--- config.mk ---
export PLATFORM = sky130hd
export DESIGN_NAME = npt_ctrl
export DESIGN_NICKNAME = d
export VERILOG_FILES = /design/src/npt_pkg.sv /design/src/npt_ctrl.sv
export VERILOG_INCLUDE_DIRS = /design/src /design/src/src
export SDC_FILE = /design/constraint.sdc
export NUM_CORES = 1
export LEC_CHECK = 0
export ABC_AREA = 1
export ABC_CLOCK_PERIOD_IN_PS = 2000
export BUFFER_PORTS_ARGS = -buffer_cell sky130_fd_sc_hd__buf_2
export CAP_MARGIN = 10
export CORE_AREA = 2 2 39 41
export CTS_BUF_LIST = sky130_fd_sc_hd__clkbuf_4 sky130_fd_sc_hd__clkbuf_8
export CTS_CLUSTER_SIZE = 25
export DETAILED_ROUTE_END_ITERATION = 16
export DIE_AREA = 0 0 41 43
export SLEW_MARGIN = 10
export SYNTH_ARGS = -nofsm -noshare
export SYNTH_HDL_FRONTEND = slang
export SYNTH_SLANG_ARGS = --single-unit
--- constraint.sdc ---
create_clock -name clk -period 2 [get_ports clk]
set_clock_uncertainty 0.15 [all_clocks]
set_input_delay 0.2 -clock clk [delete_from_list [all_inputs] [get_ports clk]]
set_output_delay 0.2 -clock clk [all_outputs]
set_load 0.05 [all_outputs]
--- src/nearest_point_table_assert.svh ---
// Assertion macros shared by the nearest point table RTL.
// Each macro expects signals named clk and rst_n in the including module.
`ifndef NEAREST_POINT_TABLE_ASSERT_SVH
`define NEAREST_POINT_TABLE_ASSERT_SVH

`ifndef SYNTH
// Same-cycle implication.
`define NPT_ASSERT(lbl, ante, cons, msg) \
  lbl: assert property (@(posedge clk) disable iff (!rst_n) (ante) |-> (cons)) \
    else $error(msg);
// Next-cycle implication.
`define NPT_ASSERT_NEXT(lbl, ante, cons, msg) \
  lbl: assert property (@(posedge clk) disable iff (!rst_n) (ante) |=> (cons)) \
    else $error(msg);
`else
`define NPT_ASSERT(lbl, ante, cons, msg)
`define NPT_ASSERT_NEXT(lbl, ante, cons, msg)
`endif

`endif

--- src/npt_pkg.sv ---
// Package for the nearest point table: sizes, operation and status codes,
// and the command and status structs between controller and datapath.
`default_nettype none

package npt_pkg;

  // Table size and the widths derived from it.
  localparam int unsigned MAX_POINTS = 64;
  localparam int unsigned IDX_W      = $clog2(MAX_POINTS);
  localparam int unsigned CNT_W      = $clog2(MAX_POINTS + 1);

  // Field widths.
  localparam int unsigned COORD_W   = 16;
  localparam int unsigned ID_W      = 16;
  localparam int unsigned NEXT_ID_W = 17;
  localparam int unsigned DIST_W    = 33;
  localparam int unsigned ROOT_W    = 17;
  localparam int unsigned OUT_CNT_W = 7;
  localparam int unsigned SLOT_W    = ID_W + 2 * COORD_W;

  // Square root unit: one result bit per step.
  localparam int unsigned SQRT_STEPS = ROOT_W;
  localparam int unsigned SQRT_CNT_W = $clog2(SQRT_STEPS);

  localparam logic [IDX_W-1:0] IDX_LAST = IDX_W'(MAX_POINTS - 1);
  localparam logic [CNT_W-1:0] CNT_MAX  = CNT_W'(MAX_POINTS);

  // Operation codes carried in func.
  localparam logic [1:0] OP_ADD  = 2'd0;
  localparam logic [1:0] OP_DEL  = 2'd1;
  localparam logic [1:0] OP_NEAR = 2'd2;

  // Result status codes.
  localparam logic [1:0] STS_OK   = 2'd0;
  localparam logic [1:0] STS_MISS = 2'd1;
  localparam logic [1:0] STS_FULL = 2'd2;

  // Commands from the controller.
  typedef struct packed {
    logic load;
    logic scan_step;
    logic commit;
    logic out_load;
  } npt_cmd_t;

  // Status back to the controller.
  typedef struct packed {
    logic scan_last;
    logic pipe_busy;
    logic root_busy;
  } npt_sts_t;

endpackage

`default_nettype wire

--- src/npt_ctrl.sv ---
// Controller of the nearest point table: sequences accept, scan, drain,
// commit, square root and result. Uses npt_pkg for the command and status structs.
`default_nettype none

`include "nearest_point_table_assert.svh"

module npt_ctrl (
  input  logic              clk,
  input  logic              rst_n,
  input  logic              in_valid,
  output logic              in_ready,
  output logic              out_valid,
  input  logic              out_ready,
  output npt_pkg::npt_cmd_t cmd,
  input  npt_pkg::npt_sts_t sts
);

  typedef enum logic [5:0] {
    ST_IDLE   = 6'b000001,
    ST_SCAN   = 6'b000010,
    ST_DRAIN  = 6'b000100,
    ST_COMMIT = 6'b001000,
    ST_ROOT   = 6'b010000,
    ST_RESULT = 6'b100000
  } state_t;

  state_t state_r, state_nxt;
  logic   out_valid_r, out_valid_nxt;

  // Next state and commands.
  always_comb begin
    state_nxt = state_r;
    cmd       = '0;
    in_ready  = 1'b0;
    unique case (state_r)
      ST_IDLE: begin
        in_ready = 1'b1;
        if (in_valid) begin
          cmd.load  = 1'b1;
          state_nxt = ST_SCAN;
        end
      end
      ST_SCAN: begin
        cmd.scan_step = 1'b1;
        if (sts.scan_last) begin
          state_nxt = ST_DRAIN;
        end
      end
      ST_DRAIN: begin
        if (!sts.pipe_busy) begin
          state_nxt = ST_COMMIT;
        end
      end
      ST_COMMIT: begin
        cmd.commit = 1'b1;
        state_nxt  = ST_ROOT;
      end
      ST_ROOT: begin
        if (!sts.root_busy) begin
          state_nxt = ST_RESULT;
        end
      end
      ST_RESULT: begin
        if (!out_valid_r || out_ready) begin
          cmd.out_load = 1'b1;
          state_nxt    = ST_IDLE;
        end
      end
      default: begin
        state_nxt = ST_IDLE;
      end
    endcase
  end

  // The output register holds a result until its transaction completes.
  always_comb begin
    if (cmd.out_load) begin
      out_valid_nxt = 1'b1;
    end else if (out_ready) begin
      out_valid_nxt = 1'b0;
    end else begin
      out_valid_nxt = out_valid_r;
    end
  end

  always_ff @(posedge clk) begin
    if (!rst_n) begin
      state_r     <= ST_IDLE;
      out_valid_r <= 1'b0;
    end else begin
      state_r     <= state_nxt;
      out_valid_r <= out_valid_nxt;
    end
  end

  assign out_valid = out_valid_r;

  // An accepted request always starts a scan.
  `NPT_ASSERT_NEXT(a_load_scans, cmd.load, state_r == ST_SCAN,
                   "accepted request did not start a scan")
  // A result is loaded only into a free or draining output register.
  `NPT_ASSERT(a_out_free, cmd.out_load, !out_valid_r || out_ready,
              "result overwrote a pending output")

endmodule

`default_nettype wire

==> results.cfg, run 1 <==
[drt]
wl_per_cell_um = 10.18
drc = 0
ant_nets = 0
viasPerCell = 4.676
vias = 477
drt_wl_total_mm = 1.038
drtIter0Drc = 13
first_pass_iters = 5

[grt]
first_global_vias = 393
grt_use_total_pct = 13.65
grt_pass1_wl_mm = 1.552
grt_max_degree = 8
overflow = 0
antenna_found_initial = 0

[placement]
hpwlAfterDp_um = 805.5
post-place-cells = 98
pre_cts_ws_ps = 489.5
place_congestion = 0.8486
io_buffer_count = 12

[cts]
cts_max_path_buffers = 2
post_cts_buffers = 0
cts_resized = 0
clockRootBuffer = clkbuf_4
clk_latency_ps = 260
clkSinkCount = 7
cts_htree_levels = 1
cts_tree = built
cts-hold-fix-buffers = 0
cts-buffers-inserted = 3
cts.clk_slew.worst_paths_ps = 60

[worst_setup_path]
cp-start-kind = register
crit_arrival_ps = 1450
critical_path_peak_fanout = 7
worst_setup_path_end_kind = primary output
worstPathRequired_ps = 1650
path_class = reg2out

[synth]
synth-seq-cells = 7
synthesis.nets = 78
syn-instance-count = 71
ys_seq_area_share_pct = 29.95
yosysWarnings = 0
syn_area_per_cell_um2 = 6.591
netlist_area_um2 = 467.9
ys_types = 18

[cells_and_area]
area_growth_pct = 21.93
nets = 94
final_common_cell = nor2_1
antennaDiodeCount = 0
fill_cells = 152
drive_gt1_share_pct = 33.72
layout_common_cells = 15 x nor2_1, 12 x buf_2, 11 x nand2_1
fin_cells = 102

[floorplanning]
start_util_pct = 33.82
die-area_mm2 = 0.001763
row_count = 14
die_width_um = 41
die_h_um = 43
coreArea_mm2 = 0.001384
io_pins = 13

[status]
outcome = finished, final reports clean

[sta]
fmax_mhz = 554.7
relSlewSlack_pct = 83.78
final.setup.worst_slack_ps = 197.3
hold_viol = 0
worst_slew_pin_slew_ps = 243.0
finalSetupViolCount = 0
tns_ps = 0
rsz0062_at_grt = no
fin_crit_ps = 1803
fin_crit_sh_pct = 90.14
slew_violations = 0

[pwr]
p_leak_nw = 0.3252
power-per-cell-area_mw_per_mm2 = 1553
ir_drop_uv = 758.4
finalPower_uw = 885.8

[run]
cap_violations = 0

[min_path]
hold_path.class = in2reg
worst paths after layout:
kind | from | endpoint | slack (ps) | cells past startpoint
setup / recovery | state_r[4]$_SDFFE_PN0P_ | cmd[3] | 200 | 5
hold / removal | rst_n | state_r[5]$_SDFFE_PN0P_ | 40 | 3
setup reg to reg | state_r[5]$_SDFFE_PN0P_ | state_r[5]$_SDFFE_PN0P_ | 640 | 7
hold reg to reg | state_r[5]$_SDFFE_PN0P_ | state_r[5]$_SDFFE_PN0P_ | 430 | 2
report_power, final:
group	switching [mW]	internal [mW]	total (mW)
Clock	0.0597	0.0902	0.150
Sequential	0.0477	0.179	0.226
Combinational	0.359	0.151	0.509
Total	0.466	0.420	0.886
critical path, cell delays in order (launching register included):
cell	delay (ps)
dfxtp_1	360
nor2_4	200
and3_1	240
nand2_1	80
inv_1	50
buf_2	250
through the flow:
step                      hold WS [ps]  utilization [%]  cell area [um^2]
final                            38.78            41.23             570.5
after global routing             46.65            41.23             570.5
after CTS                        40.50            41.23             570.5
after detailed placement         317.8            39.06             540.5
after global placement           310.6            39.06             540.5
after floorplan                  170.4                -             467.9
cell families (layout without fill, tap and decap cells):
kind of cell / count (synthesis) / after routing / share of synthesized area [%]
AND/OR/NAND/NOR: 47 / 47 / 53.48
buffers and inverters: 13 / 28 / 11.23
flip-flops: 7 / 7 / 29.95
AO/OA/AOI/OAI: 4 / 4 / 5.347
flip-flops by register name, indices dropped and copies added, names as in the netlist:
name       count
out_valid      1
state_r        6
synth_stat cells:
| master | n | area, um^2 |
|---|---|---|
| dfxtp_1 | 7 | 140.1 |
| nor2_1 | 15 | 56.30 |
| o21bai_1 | 2 | 15.01 |
| nand3_1 | 2 | 10.01 |
| nor2_4 | 2 | 22.52 |
| nor3_2 | 1 | 10.01 |
| a21oi_1 | 2 | 10.01 |
| nand4_2 | 1 | 12.51 |
| nor2_2 | 4 | 25.02 |
| buf_4 | 1 | 7.510 |
| inv_2 | 2 | 7.510 |
| nand3_2 | 1 | 10.01 |
| nand4_1 | 6 | 37.54 |
| nand2_2 | 2 | 12.51 |
| and2_1 | 1 | 6.260 |
| and3_1 | 1 | 6.260 |
| inv_1 | 10 | 37.54 |
| nand2_1 | 11 | 41.29 |
area by class of cell:
| cell class | count | area (um^2) | share of cell area (%) |
|---|---|---|---|
| multi-input cells | 51 | 275.3 | 48.25 |
| flip-flops and latches | 7 | 140.1 | 24.56 |
| repair buffers | 12 | 60.06 | 10.53 |
| inverters | 12 | 45.04 | 7.895 |
| clock buffers | 4 | 30.03 | 5.263 |
| well taps | 16 | 20.02 | 3.509 |
metal layers:
layer	track usage [%]	vias up	share of wire, %
met2	18.44	15	42
met5	0	-	0
met3	3.141	5	6.0
met1	17.04	201	49
li1	-	256	-
met4	12.00	0	3.9
Power figures use the tool's default switching activity.
==> run 2: changes to the inputs <==
==> constraint.sdc (replaced) <==
create_clock -name clk -period 2 [get_ports clk]
set_clock_uncertainty 0.15 [all_clocks]
set_input_delay 0.1 -clock clk [delete_from_list [all_inputs] [get_ports clk]]
set_output_delay 0.1 -clock clk [all_outputs]
set_load 0.05 [all_outputs]
==> run 2 against run 1 <==
Against the previous run:
- final cell count rose by 2.0%
- critical endpoint unchanged
- sequential share of layout area is 0.83 points lower
- worst setup slack gained 100 ps
- hold slack got worse by 34 ps
- via count rose by 1.3%
- critical path depth did not move
- final area grew 3.5%
- non-clock buffer count is 2 higher
- routed wire length is 1.6% higher
- clock-buffer cell count is the same
- die area stayed put
- highest routed layer unchanged
- largest power group unchanged
==> results.cfg, run 2 (synthesis results as in run 1) <==
[cells_and_area]
antennaDiodeCount = 0
largest_reg_flops = 6
stdcell_area_um2 = 590.6
final_common_cell = nor2_1
area_growth_pct = 26.20
fin_cells = 104
drive_gt1_share_pct = 32.95
fill_cells = 150
largest-register = state_r
fin_util_pct = 42.68
multi_input_area_um2 = 275.3
ff_latch_area_um2 = 140.1
layout_common_cells = 15 x nor2_1, 12 x buf_2, 11 x nand2_1
nets = 96

[cts]
cts_resized = 0
cts_htree_levels = 1
cts_tree = built
clk_latency_ps = 260
clockRootBuffer = clkbuf_4
clkSinkCount = 7
cts_max_path_buffers = 2
cts-hold-fix-buffers = 2
cts.clk_slew.worst_paths_ps = 60
post_cts_buffers = 0
cts-buffers-inserted = 3

[pwr]
p_leak_nw = 0.3336
ir_drop_uv = 758.6
finalPower_uw = 888.8
power-per-cell-area_mw_per_mm2 = 1505

[worst_setup_path]
slowest_stage = dfxtp_1
crit_chain = nor2_4 > and3_1 > nand2_1 > inv_1 > buf_2
worstPathRequired_ps = 1750
crit_arrival_ps = 1450
cp-start-kind = register
crit_family = simple AND/OR/NAND/NOR gates
path_class = reg2out
max_stage_delay_ps = 360
critical_path_peak_fanout = 7
path_buf_inv = 2
worst_setup_path_end_kind = primary output

[sta]
hold_ws_ps = 4.306
final.setup.worst_slack_ps = 297.0
finalSetupViolCount = 0
relSlewSlack_pct = 83.78
tns_ps = 0
fmax_mhz = 587.2
worst_slew_pin_slew_ps = 243.0
rsz0062_at_grt = no
hold_viol = 0
fin_crit_ps = 1703
fin_crit_sh_pct = 85.15
slew_violations = 0

[grt]
overflow = 0
antenna_found_initial = 0
grt_pass1_wl_mm = 1.552
grt_max_degree = 8
first_global_vias = 394
grt_use_total_pct = 13.65

[placement]
hpwlAfterDp_um = 805.5
post-place-cells = 98
pre_cts_ws_ps = 589.5
placed_area_um2 = 540.5
place_congestion = 0.8486
io_buffer_count = 12

[drt]
ant_nets = 0
drtIter0Drc = 13
wl_per_cell_um = 10.14
viasPerCell = 4.644
drt_wl_total_mm = 1.055
drc = 0
vias = 483
first_pass_iters = 5

[floorplanning]
die-area_mm2 = 0.001763
io_pins = 13
die_h_um = 43
coreArea_mm2 = 0.001384
row_count = 14
start_util_pct = 33.82
die_width_um = 41

[status]
outcome = finished, final reports clean

[min_path]
hold_path.class = in2reg

[run]
cap_violations = 0
[run 2: cell types whose count changed in the layout (fill, tap and decap cells not counted)]
| cell | previous run | this run |
|---|---|---|
| dlygate4sd3_1 | 0 | 2 |
[run 2: cell type report]
type / instances / share of cell area, %
Timing Repair Buffer: 14 / 13.56
Inverter: 12 / 7.627
Multi-Input combinational cell: 51 / 46.61
Clock buffer: 4 / 5.085
Tap cell: 16 / 3.390
Sequential cell: 7 / 23.73
[run 2: path summary, 6_finish.rpt]
path,start,endpoint,slack [ps],cells past startpoint
hold reg to reg,state_r[5]$_SDFFE_PN0P_,state_r[5]$_SDFFE_PN0P_,430,2
setup reg to reg,state_r[5]$_SDFFE_PN0P_,state_r[5]$_SDFFE_PN0P_,640,7
hold / removal,out_ready,out_valid$_SDFFE_PN0P_,4,4
setup / recovery,state_r[4]$_SDFFE_PN0P_,cmd[3],300,5
[run 2: metal layers]
| metal | wire, um | vias up | global-route usage, % | share of wire (%) |
|---|---|---|---|---|
| li1 | - | 260 | - | - |
| met1 | 515 | 203 | 17.04 | 49 |
| met2 | 436 | 15 | 18.44 | 41 |
| met3 | 62 | 5 | 3.141 | 5.9 |
| met4 | 40 | 0 | 12.00 | 3.8 |
| met5 | 0 | - | 0 | 0 |
[run 2: worst register-to-register path, stage by stage (launching register included)]
cell and delay [ps]:
dfxtp_1 440, nor2_4 80, nand4_1 150, nand2_2 90, nor2_2 170, nand2_1 70
nand2_1 60, nor2_1 30
[run 2: power by group]
group | switching [mW] | internal [mW] | leakage [nW]
combinational | 0.359 | 0.153 | 0.258
clock | 0.0597 | 0.0902 | 0.0184
sequential | 0.0477 | 0.179 | 0.0573
==> run 3: changes to the inputs <==
--- a/config.mk
+++ b/config.mk
@@ -10,11 +10,15 @@
 export ABC_CLOCK_PERIOD_IN_PS = 2000
 export BUFFER_PORTS_ARGS = -buffer_cell sky130_fd_sc_hd__buf_2
 export CAP_MARGIN = 10
+export CELL_PAD_IN_SITES_DETAIL_PLACEMENT = 1
+export CELL_PAD_IN_SITES_GLOBAL_PLACEMENT = 1
 export CORE_AREA = 2 2 39 41
 export CTS_BUF_LIST = sky130_fd_sc_hd__clkbuf_4 sky130_fd_sc_hd__clkbuf_8
 export CTS_CLUSTER_SIZE = 25
 export DETAILED_ROUTE_END_ITERATION = 16
 export DIE_AREA = 0 0 41 43
+export GPL_TIMING_DRIVEN = 0
+export PLACE_DENSITY_LB_ADDON = 0.1
 export SLEW_MARGIN = 10
 export SYNTH_ARGS = -nofsm -noshare
 export SYNTH_HDL_FRONTEND = slang
==> run 3 against run 2 <==
Against the previous run:
- routed wire length is 11% higher
- via count is 0.62% higher
- sequential power about the same
- combinational power up 1%
- worst setup slack worse by 74 ps
- core utilization grew 0.54 points
- largest power group unchanged
- largest cell class unchanged
- critical endpoint is now cmd[0]
- die area stayed put
- critical path depth increased by 1
==> results.cfg, run 3 (synthesis results as in run 1) <==
[status]
outcome = finished, final reports clean

[grt]
antenna_found_initial = 0
overflow = 0
grt_pass1_wl_mm = 1.890
grt_use_total_pct = 16.28
grt_max_degree = 8
first_global_vias = 446

[drt]
first_pass_iters = 2
ant_nets = 0
drc = 0
drt_wl_total_mm = 1.171
viasPerCell = 4.629
vias = 486
drtIter0Drc = 3
wl_per_cell_um = 11.15

[run]
cap_violations = 0

[worst_setup_path]
crit_family = simple AND/OR/NAND/NOR gates
slowest_stage = dfxtp_1
r2r_slack_ps = 600
crit_arrival_ps = 1530
reg2regPathDepth = 7
reg2reg_from = state_r[4]$_SDFFE_PN0P_
critical_path_peak_fanout = 6
max_stage_delay_ps = 330
cp-start-kind = register
worst_setup_path_end_kind = primary output
path_class = reg2out
crit_chain = nor2_2 > and2_1 > nand2_1 > nor2_1 > buf_4 > buf_2
r2r-end = state_r[4]$_SDFFE_PN0P_
path_buf_inv = 2
worstPathRequired_ps = 1750

[cells_and_area]
antennaDiodeCount = 0
nets = 97
largest-register = state_r
final_common_cell = nor2_1
area_growth_pct = 27.81
layout_common_cells = 15 x nor2_1, 12 x buf_2, 11 x nand2_1
largest_reg_flops = 6
fin_util_pct = 43.22
drive_gt1_share_pct = 33.71

[cts]
cts_max_path_buffers = 2
clockRootBuffer = clkbuf_4
clk_latency_ps = 250
cts.clk_slew.worst_paths_ps = 50
cts-buffers-inserted = 3
clkSinkCount = 7
cts_tree = built
cts_htree_levels = 1

[sta]
rsz0062_at_grt = no
fin_crit_ps = 1777
worst_slew_pin_slew_ps = 246.4
relSlewSlack_pct = 83.55
finalSetupViolCount = 0
fmax_mhz = 562.9
slew_violations = 0
hold_viol = 0
tns_ps = 0
fin_crit_sh_pct = 88.83

[floorplanning]
io_pins = 13
die_width_um = 41
die_h_um = 43
die-area_mm2 = 0.001763
coreArea_mm2 = 0.001384
row_count = 14
start_util_pct = 33.82

[pwr]
power_frac_comb_pct = 58.1
power-per-cell-area_mw_per_mm2 = 1493
ir_drop_uv = 770.6
switching_share_pct = 52.52
pwr-share-clk_pct = 16.3
switching_power_uw = 469.1
pwr-share-seq_pct = 25.6
p_leak_nw = 0.3390
p_int_uw = 424.0

[min_path]
holdPathEnd = out_valid$_SDFFE_PN0P_
hold_path.class = in2reg
whs_path_depth = 4
min-delay-start = out_ready

[placement]
place_congestion = 0.7863
hpwlAfterDp_um = 916.8
io_buffer_count = 12
[run 3: cell count changes in the layout (fill, tap and decap cells not counted)]
cell / change
buf_4: +1
[run 3: worst reg2reg max path: cells and delay by family, from the launching register on]
family,cells,cell delay [ps]
AND/OR/NAND/NOR,7,670
flip-flops,1,450
[run 3: final cells by class]
type                            count  area, um^2
Buffer                              1       7.507
Sequential cell                     7       140.1
Multi-Input combinational cell     51       275.3
Clock buffer                        4       30.03
Tap cell                           16       20.02
Inverter                           12       45.04
Fill cell                         188       785.8
Timing Repair Buffer               14       80.08
[run 3: timing repair]
item,in CTS,in global routing
gates resized for setup,0,0
buffers inserted,0,0
hold endpoints to repair,4,0
hold buffers,2,0
[run 3: per-stage QoR]
stage	power (mW)	area, um^2	setup WS (ps)	cells	hold WS, ps
finish	0.8930	598.1	223.4	105	9.205
global placement	0.7435	548.0	490.6	99	214.5
global route	0.9707	598.1	113.0	105	47.13
CTS	0.9039	598.1	204.7	105	9.260
floorplan	0.6409	467.9	235.5	71	70.41
detailed placement	0.7482	548.0	481.1	99	216.9
[run 3: worst max path at each step]
stage	from	to	slack, ps	cells past startpoint
CTS	state_r[0]$_SDFFE_PN1P_	cmd[0]	200	6
detailed placement	state_r[0]$_SDFFE_PN1P_	cmd[0]	480	6
global route	state_r[0]$_SDFFE_PN1P_	cmd[0]	110	6
finish	state_r[0]$_SDFFE_PN1P_	cmd[0]	220	6
global placement	state_r[0]$_SDFFE_PN1P_	cmd[0]	490	6
floorplan	state_r[4]$_SDFFE_PN0P_	cmd[3]	240	4
[run 3: power groups by stage]
| stage | combinational (mW) | sequential (mW) | clock [mW] |
|---|---|---|---|
| 2_1_floorplan | 0.413 | 0.228 | 0 |
| 3_3_place_gp | 0.514 | 0.229 | 0 |
| 3_5_place_dp | 0.515 | 0.233 | 0 |
| 4_1_cts | 0.522 | 0.230 | 0.152 |
| 5_1_grt | 0.580 | 0.235 | 0.156 |
| 6_report | 0.519 | 0.229 | 0.145 |
[run 3: metal layers]
metal	routed length [um]	up-vias	share of wire [%]	track usage, %
met5	0	-	0	0
met4	19	0	1.6	8.000
met3	39	4	3.3	3.141
met2	544	9	46	24.38
met1	567	212	48	21.29
li1	-	261	-	-
